## src/hw/rtl/rsi_pkg.sv

```systemverilog
// Shared types, constants and fixed-point helpers for the ray/sphere
// intersection pipeline. No dependencies.
package rsi_pkg;

	localparam int unsigned CFG_DATA_W = 32;
	localparam int unsigned CFG_IDX_W  = 2;
	localparam int unsigned RADIUS_W   = 31;
	localparam int unsigned SQRT_STEPS = 32;

	localparam logic [RADIUS_W-1:0] RADIUS_RESET = 31'd65536;
	localparam logic signed [31:0] DIR_ONE       = 32'sd1073741824;
	localparam logic signed [31:0] DIR_MINUS_ONE = -32'sd1073741824;

	typedef enum logic [CFG_IDX_W-1:0] {
		REG_CENTER_X = 2'd0,
		REG_CENTER_Y = 2'd1,
		REG_CENTER_Z = 2'd2,
		REG_RADIUS   = 2'd3
	} rsi_reg_t;

	typedef logic signed [32:0] rsi_oc_t;
	typedef logic signed [31:0] rsi_dir_t;
	typedef logic signed [35:0] rsi_proj_t;

	typedef struct packed {
		rsi_oc_t   oc_x;
		rsi_oc_t   oc_y;
		rsi_oc_t   oc_z;
		rsi_dir_t  dir_x;
		rsi_dir_t  dir_y;
		rsi_dir_t  dir_z;
		rsi_proj_t proj;
	} rsi_ray_t;

	typedef struct packed {
		logic      miss;
		rsi_proj_t proj;
	} rsi_side_t;

	// Divide a product with a Q1.30 factor by 2^30, truncating toward zero.
	function automatic logic signed [37:0] trunc_q30(input logic signed [67:0] p);
		logic signed [67:0] adj;
		adj = p + (p[67] ? 68'sd1073741823 : 68'sd0);
		return adj[67:30];
	endfunction

	// Clamp a direction component to [-1.0, 1.0] in Q1.30.
	function automatic rsi_dir_t sat_dir(input logic signed [31:0] d);
		rsi_dir_t r;
		if (d > DIR_ONE) begin
			r = DIR_ONE;
		end else if (d < DIR_MINUS_ONE) begin
			r = DIR_MINUS_ONE;
		end else begin
			r = d;
		end
		return r;
	endfunction

endpackage

```

## src/hw/rtl/rsi_sqrt.sv

```systemverilog
// Pipelined integer square root, one restoring step per register stage,
// with a side payload carried alongside. Depends on rsi_pkg.
module rsi_sqrt (
	input  logic               clk,
	input  logic               arst_n,
	input  logic               en,
	input  logic               in_valid,
	input  logic [61:0]        in_rad,
	input  rsi_pkg::rsi_side_t in_side,
	output logic               out_valid,
	output logic [30:0]        out_root,
	output rsi_pkg::rsi_side_t out_side
);
	import rsi_pkg::*;

	logic        vld_s  [SQRT_STEPS+1];
	logic [63:0] rem_s  [SQRT_STEPS+1];
	logic [63:0] root_s [SQRT_STEPS+1];
	rsi_side_t   side_s [SQRT_STEPS+1];

	assign vld_s[0]  = in_valid;
	assign rem_s[0]  = {2'b00, in_rad};
	assign root_s[0] = '0;
	assign side_s[0] = in_side;

	for (genvar k = 0; k < SQRT_STEPS; k++) begin : g_step
		localparam logic [63:0] STEP_BIT = 64'd1 << (62 - 2 * k);
		logic [63:0] trial;
		logic        take;

		always_comb begin
			trial = root_s[k] + STEP_BIT;
			take  = rem_s[k] >= trial;
		end

		always_ff @(posedge clk or negedge arst_n) begin
			if (!arst_n) begin
				vld_s[k+1] <= 1'b0;
			end else if (en) begin
				vld_s[k+1] <= vld_s[k];
			end
		end

		always_ff @(posedge clk) begin
			if (en) begin
				rem_s[k+1]  <= take ? rem_s[k] - trial : rem_s[k];
				root_s[k+1] <= take ? (root_s[k] >> 1) + STEP_BIT : root_s[k] >> 1;
				side_s[k+1] <= side_s[k];
			end
		end
	end

	assign out_valid = vld_s[SQRT_STEPS];
	assign out_root  = root_s[SQRT_STEPS][30:0];
	assign out_side  = side_s[SQRT_STEPS];
endmodule

```

## config.mk

```make
export PLATFORM = sky130hd
export DESIGN_NAME = rsi_sqrt
export DESIGN_NICKNAME = d
export VERILOG_FILES = /design/src/hw/rtl/rsi_pkg.sv /design/src/hw/rtl/rsi_sqrt.sv
export SDC_FILE = /design/constraint.sdc
export NUM_CORES = 2
export LEC_CHECK = 0
export BUFFER_PORTS_ARGS = -buffer_cell sky130_fd_sc_hd__buf_2
export CAP_MARGIN = 20
export CORE_MARGIN = 4
export CORE_UTILIZATION = 50
export DETAILED_ROUTE_END_ITERATION = 16
export PLACE_DENSITY = 0.65
export SYNTH_ARGS = -nofsm -noshare
export SYNTH_HDL_FRONTEND = slang
export SYNTH_SLANG_ARGS = --single-unit
```

## constraint.sdc

```tcl
create_clock -name clk -period 3.8 [get_ports clk]
set_input_delay 0.57 -clock clk [delete_from_list [all_inputs] [get_ports clk]]
set_output_delay 0.57 -clock clk [all_outputs]
set_load 0.1 [all_outputs]
```

* Word level (Yosys, flattened, before mapping) *
Cells that the tools add are included.

cells by class
  add/subtract/negate cells = 93
  $lt $le $gt $ge = 32
  muxes and demuxes = 63

operators by type and width
  operator                  count
  $ge A64 B64 Y1            31
  $mux W63                  31
  $mux W64                  30
  $sub A64 B64 Y64          30
  $add A63 B11 Y64 const B  1
  $add A63 B13 Y64 const B  1
  $add A63 B15 Y64 const B  1
  $add A63 B17 Y64 const B  1
  $add A63 B19 Y64 const B  1
  $add A63 B21 Y64 const B  1
  $add A63 B23 Y64 const B  1
  $add A63 B25 Y64 const B  1
  $add A63 B27 Y64 const B  1
  $add A63 B29 Y64 const B  1
  $add A63 B3 Y64 const B   1
  $add A63 B31 Y64 const B  1
  $add A63 B33 Y64 const B  1
  $add A63 B35 Y64 const B  1
  $add A63 B37 Y64 const B  1
  $add A63 B39 Y64 const B  1
  $add A63 B41 Y64 const B  1
  $add A63 B43 Y64 const B  1
  $add A63 B45 Y64 const B  1
  $add A63 B47 Y64 const B  1
  other kinds (46)          46

storage, ports and cells
  register bits = 5215
  input bits = 103
  output and inout port bits = 69
  logic and storage cells = 378

* Logic depth before layout (Yosys ltp) *
  depth after elaboration = 3
  mapped depth = 15
  depth with buffers taken out = 12

* Worst setup path after synthesis *
OpenSTA, ideal clock, no wires.

  path kind = register to register
  from = reg rem_s[538] in the netlist's numbering
  to = reg rem_s[474] in the netlist's numbering, data pin
  setup time = 0.260 ns
  arrival = 3.117 ns
  required time = 3.540 ns
  setup slack = 0.422 ns
  cell stages (with the launch flop) = 12
  path buffers = 2
  period minus slack after synthesis = 3.378 ns
  path through = edfxtp_1 ha_1 clkbuf_1 nand4_1 nor4_1 a211o_1 o41ai_1 a31oi_1 o21ai_0 a31oi_4 buf_6 mux2_4

between the ends
  cells in the longest elaborated chain, start to end = 2
  elaborated cells on any way between the ends = 3
  those cells by class = add/sub (1); order compare (1); mux (1)

RTL lines
  item                                                       line                            source
  from (decl)                                                rsi_sqrt.sv:17                  logic [63:0] rem_s [SQRT_STEPS+1];
  from (signal, indexed assignment)                          rsi_sqrt.sv:46                  rem_s[k+1] <= take ? rem_s[k] - trial : rem_s[k];
  $sub A64 B64 Y64 / $ge A64 B64 Y1 (equally long branches)  rsi_sqrt.sv:46, rsi_sqrt.sv:33
  $mux W64 (*)                                               rsi_sqrt.sv:46

Mark *: on every way between the ends. The rest lies on a longest branch, timed or not.
A chain may end at the register's enable or synchronous reset.

* Worst setup path in the final report *
  from = reg rem_s[376] in the netlist's numbering
  to = reg rem_s[265] in the netlist's numbering, data pin

between the ends
  cells in the longest elaborated chain, start to end = 2

RTL lines
  item            line            source
  $ge A64 B64 Y1  rsi_sqrt.sv:33  take = rem_s[k] >= trial;
  $mux W64        rsi_sqrt.sv:46

No other way between the ends.

==> results.json <==
{
  "die_height_um": 564,
  "synth_top_cell_area_share_pct": 71.0,
  "finish.utilization_pct": 57.5,
  "tritoncts_clock_tree": "built",
  "synth_flop_cell": "sky130_fd_sc_hd__edfxtp_1",
  "drive_above_1_share_pct": 11.9,
  "critPathCapture": "rem_s[265]",
  "finalMaxSlewViolations": 0,
  "synth.lib_cells_used.distinct": 107,
  "setup_viol_count_final": 0,
  "number_of_global_route_vias_before_repair": 87200,
  "cp_capture_type": "flip-flop",
  "finalCritPeriodShare_pct": 97.5,
  "synth-seq-cells": 3693,
  "syn_nets": 11200,
  "average_cell_area_after_synthesis_um2": 14.7,
  "synth.yosys.warnings": 0,
  "power.density_cell_area_mw_per_mm2": 606,
  "clk_pin_slew_ps": 60,
  "core_region_area_mm2": 0.309,
  "dp_hpwl_mm": 255,
  "cp.required_ps": 4430,
  "gp_congestion": 0.968,
  "initial_utilization_pct": 50.2,
  "synth-edff-count": 3661,
  "via_count": 88200,
  "global_route.usage.total_pct": 21.5,
  "status": "complete, no violations",
  "detail_route.iter0.violations": 7489,
  "portion_of_the_post_synthesis_area_used_by_sequential_elements_pct": 71.5,
  "cts-buffers-inserted": 383,
  "power.ir.vdd_worst_mv": 0.454,
  "slew_headroom_pct": 43.3,
  "port_buffers": 171,
  "nNetsFinal": 12000,
  "timing.critical_path.arrival_ps": 4330,
  "grt_overflow": 0,
  "cap_violations": 0,
  "post_synthesis_share_of_cell_area_spent_on_xor_and_xnor_gates_pct": 4.98,
  "fp.dieArea_mm2": 0.319,
  "most_common_library_cell_in_the_layout_ignoring_fill_and_taps": "sky130_fd_sc_hd__edfxtp_1",
  "synth_compound_area_share_pct": 6.68,
  "fin_skew_ps": 42.1,
  "wl_mm": 347,
  "critical_path.startpoint_type": "flip-flop",
  "drc": 0,
  "wl_per_cell_um": 21.9,
  "drt_pass1_iterations": 9,
  "fmaxAchievable_ghz": 0.270,
  "cts.root.buffer_cell": "sky130_fd_sc_hd__clkbuf_16",
  "yosys.area_share.simple_pct": 9.26,
  "worst_r2r_path_depth": 10,
  "postSynthCellCount": 10500,
  "leakagePower_nw": 65.4,
  "fin_total_pwr_w": 0.108,
  "fin_tns_setup_ps": 0,
  "synth_top_family_by_area": "simple AND/OR/NAND/NOR gates",
  "via_cell_ratio": 5.57,
  "worstSetupStartpoint": "rem_s[376]",
  "tightestPinTransition_ps": 842,
  "post_synth_instance_area_mm2": 0.155,
  "r2r-start": "rem_s[376]",
  "clock_sink_count": 3693,
  "clock_insertion_delay_worst_skew_ps": 920,
  "grt_antenna_before_repair": 18,
  "area.growth.synth_to_final_pct": 14.7,
  "adder_cell_share_of_the_synthesized_area_pct": 4.24,
  "boundaryPins": 172,
  "std_cell_rows": 204,
  "most_area_hungry_cell_type_in_the_yosys_netlist": "sky130_fd_sc_hd__edfxtp_1",
  "htree_num_levels": 5,
  "hold_slack_ps": 128,
  "layout.filler_cells": 23700,
  "synth_area_leaders": "sky130_fd_sc_hd__edfxtp_1 71%, sky130_fd_sc_hd__ha_1 4.2%, sky130_fd_sc_hd__xnor2_1 2.9%",
  "timing.setup.critical_path_class": "reg -> reg",
  "synth.area.mux_share_pct": 1.08,
  "tightest_hold_check_type": "in -> reg",
  "crit_path_max_fanout": 23,
  "postRouteAntennaNets": 0,
  "reg2reg_slack_ps": 100,
  "minimum_period_implied_by_the_final_worst_setup_slack_ps": 3700,
  "clk_path_buf_depth": 4,
  "most_frequent_cells_in_the_layout": "3661 x sky130_fd_sc_hd__edfxtp_1, 649 x sky130_fd_sc_hd__inv_1, 648 x sky130_fd_sc_hd__nor2_1, 622 x sky130_fd_sc_hd__a21oi_1, 548 x sky130_fd_sc_hd__nand2_1",
  "worstReg2RegEnd": "rem_s[265]",
  "grt_pass1_wl_mm": 526,
  "async_reset_ff_share_pct": 0.867,
  "die_width_um": 564,
  "final_hold_viol_count": 0,
  "largest_net_degree_at_the_start_of_global_routing": 150
}
==> critical path: stages, from the launching register on <==
cell                       delay (ps)
sky130_fd_sc_hd__edfxtp_1         440
sky130_fd_sc_hd__or3_1            400
sky130_fd_sc_hd__or3_1            360
sky130_fd_sc_hd__or3_1            470
sky130_fd_sc_hd__a41oi_1          520
sky130_fd_sc_hd__nand4b_1         240
sky130_fd_sc_hd__a21oi_2          330
sky130_fd_sc_hd__inv_2            220
sky130_fd_sc_hd__buf_4            260
sky130_fd_sc_hd__nor2_1           130
sky130_fd_sc_hd__a21oi_1           60
==> synthesized netlist by cell type, types with 24 or more instances <==
| library cell | count |
|---|---|
| sky130_fd_sc_hd__a211oi_1 | 40 |
| sky130_fd_sc_hd__a21boi_0 | 26 |
| sky130_fd_sc_hd__a21o_1 | 190 |
| sky130_fd_sc_hd__a21oi_1 | 623 |
| sky130_fd_sc_hd__a31oi_1 | 44 |
| sky130_fd_sc_hd__and2_1 | 24 |
| sky130_fd_sc_hd__and3_1 | 44 |
| sky130_fd_sc_hd__buf_4 | 40 |
| sky130_fd_sc_hd__clkbuf_1 | 130 |
| sky130_fd_sc_hd__dfrtp_1 | 32 |
| sky130_fd_sc_hd__edfxtp_1 | 3661 |
| sky130_fd_sc_hd__ha_1 | 525 |
| sky130_fd_sc_hd__inv_1 | 650 |
| sky130_fd_sc_hd__mux2_2 | 125 |
| sky130_fd_sc_hd__nand2_1 | 548 |
| sky130_fd_sc_hd__nand2b_1 | 97 |
| sky130_fd_sc_hd__nand3_1 | 166 |
| sky130_fd_sc_hd__nand3b_1 | 30 |
| sky130_fd_sc_hd__nand4_1 | 149 |
| sky130_fd_sc_hd__nand4b_1 | 42 |
| sky130_fd_sc_hd__nor2_1 | 650 |
| sky130_fd_sc_hd__nor2b_1 | 67 |
| sky130_fd_sc_hd__nor3_1 | 242 |
| sky130_fd_sc_hd__nor3b_1 | 24 |
| sky130_fd_sc_hd__nor4_1 | 328 |
| sky130_fd_sc_hd__nor4b_1 | 40 |
| sky130_fd_sc_hd__o211ai_1 | 32 |
| sky130_fd_sc_hd__o21a_1 | 100 |
| sky130_fd_sc_hd__o21ai_0 | 366 |
| sky130_fd_sc_hd__o21bai_1 | 51 |
| sky130_fd_sc_hd__o31ai_1 | 36 |
| sky130_fd_sc_hd__or2_2 | 34 |
| sky130_fd_sc_hd__or3_1 | 100 |
| sky130_fd_sc_hd__or4_1 | 78 |
| sky130_fd_sc_hd__xnor2_1 | 511 |
| sky130_fd_sc_hd__xor2_1 | 369 |
==> logic make-up after synthesis <==
family	count (synthesis)
and+or+nand+nor	2743
DFF	3693
AOI/OAI and AO/OA	1673
adders and majority gates	525
xor gates and xnor gates	880
muxes	146
buffers and inverters	865
==> metrics by stage <==
step | instances | setup WS (ps) | cell area, um^2
after floorplan | 10500 | 422 | 155000
after global placement | 15000 | -1140 | 163000
after detailed placement | 15000 | -456 | 164000
after CTS | 15800 | 3.61 | 177000
after global routing | 15800 | -30.3 | 178000
final | 15800 | 95.1 | 178000
==> power breakdown <==
group	switching, W	total [W]	internal (W)	leakage [nW]
clock network	0.0154	0.0373	0.0220	6.12
registers	0.00320	0.0532	0.0500	35.8
logic	0.0100	0.0171	0.00704	23.4
==> flip-flops by register name (all words and copies together), names as in the netlist <==
signal,flops
out_root,31
out_side,37
vld_s,31
rem_s,1981
root_s,465
out_valid,1
side_s,1147
==> layer usage <==
metal | vias up | wire length [um] | global-route usage [%]
met5 | - | 0 | 0
met2 | 2588 | 170000 | 36.7
met4 | 0 | 13000 | 7.45
met1 | 43400 | 145000 | 28.5
li1 | 41600 | - | -
met3 | 692 | 18200 | 2.54
==> repair_timing <==
action,4_1_cts,5_1_grt
cloned,0,1
hold buffers,101,0
endpoints found under the setup margin,74,73
setup buffers,2,10
gates resized for setup,10,32
hold endpoints to repair,132,0
pin swaps,2,5
==> worst min-delay path by stage <==
| stage | start | to | slack (ps) | cells after the start |
|---|---|---|---|---|
| 6_report | en | side_s[1156] | 130 | 1 |
| 5_1_grt | en | side_s[1156] | 100 | 1 |
| 4_1_cts | en | side_s[1156] | 70 | 1 |
| 3_5_place_dp | side_s[70] | out_side[33] | 400 | 0 |
| 3_3_place_gp | side_s[601] | side_s[564] | 400 | 0 |
| 2_1_floorplan | arst_n | out_valid | 270 | 0 |
==> layout make-up <==
cell class | count | area, um^2 | share of cell area [%]
multi-input combinational | 5968 | 40900 | 23.0
antenna | 19 | 47.5 | 0.0268
clock inverter | 234 | 2530 | 1.42
clock buffer | 474 | 10100 | 5.70
inverter | 656 | 2460 | 1.39
sequential | 3693 | 111000 | 62.4
tap | 4120 | 5150 | 2.90
timing repair buffer | 672 | 5600 | 3.16
Power figures use the tool's default switching activity.
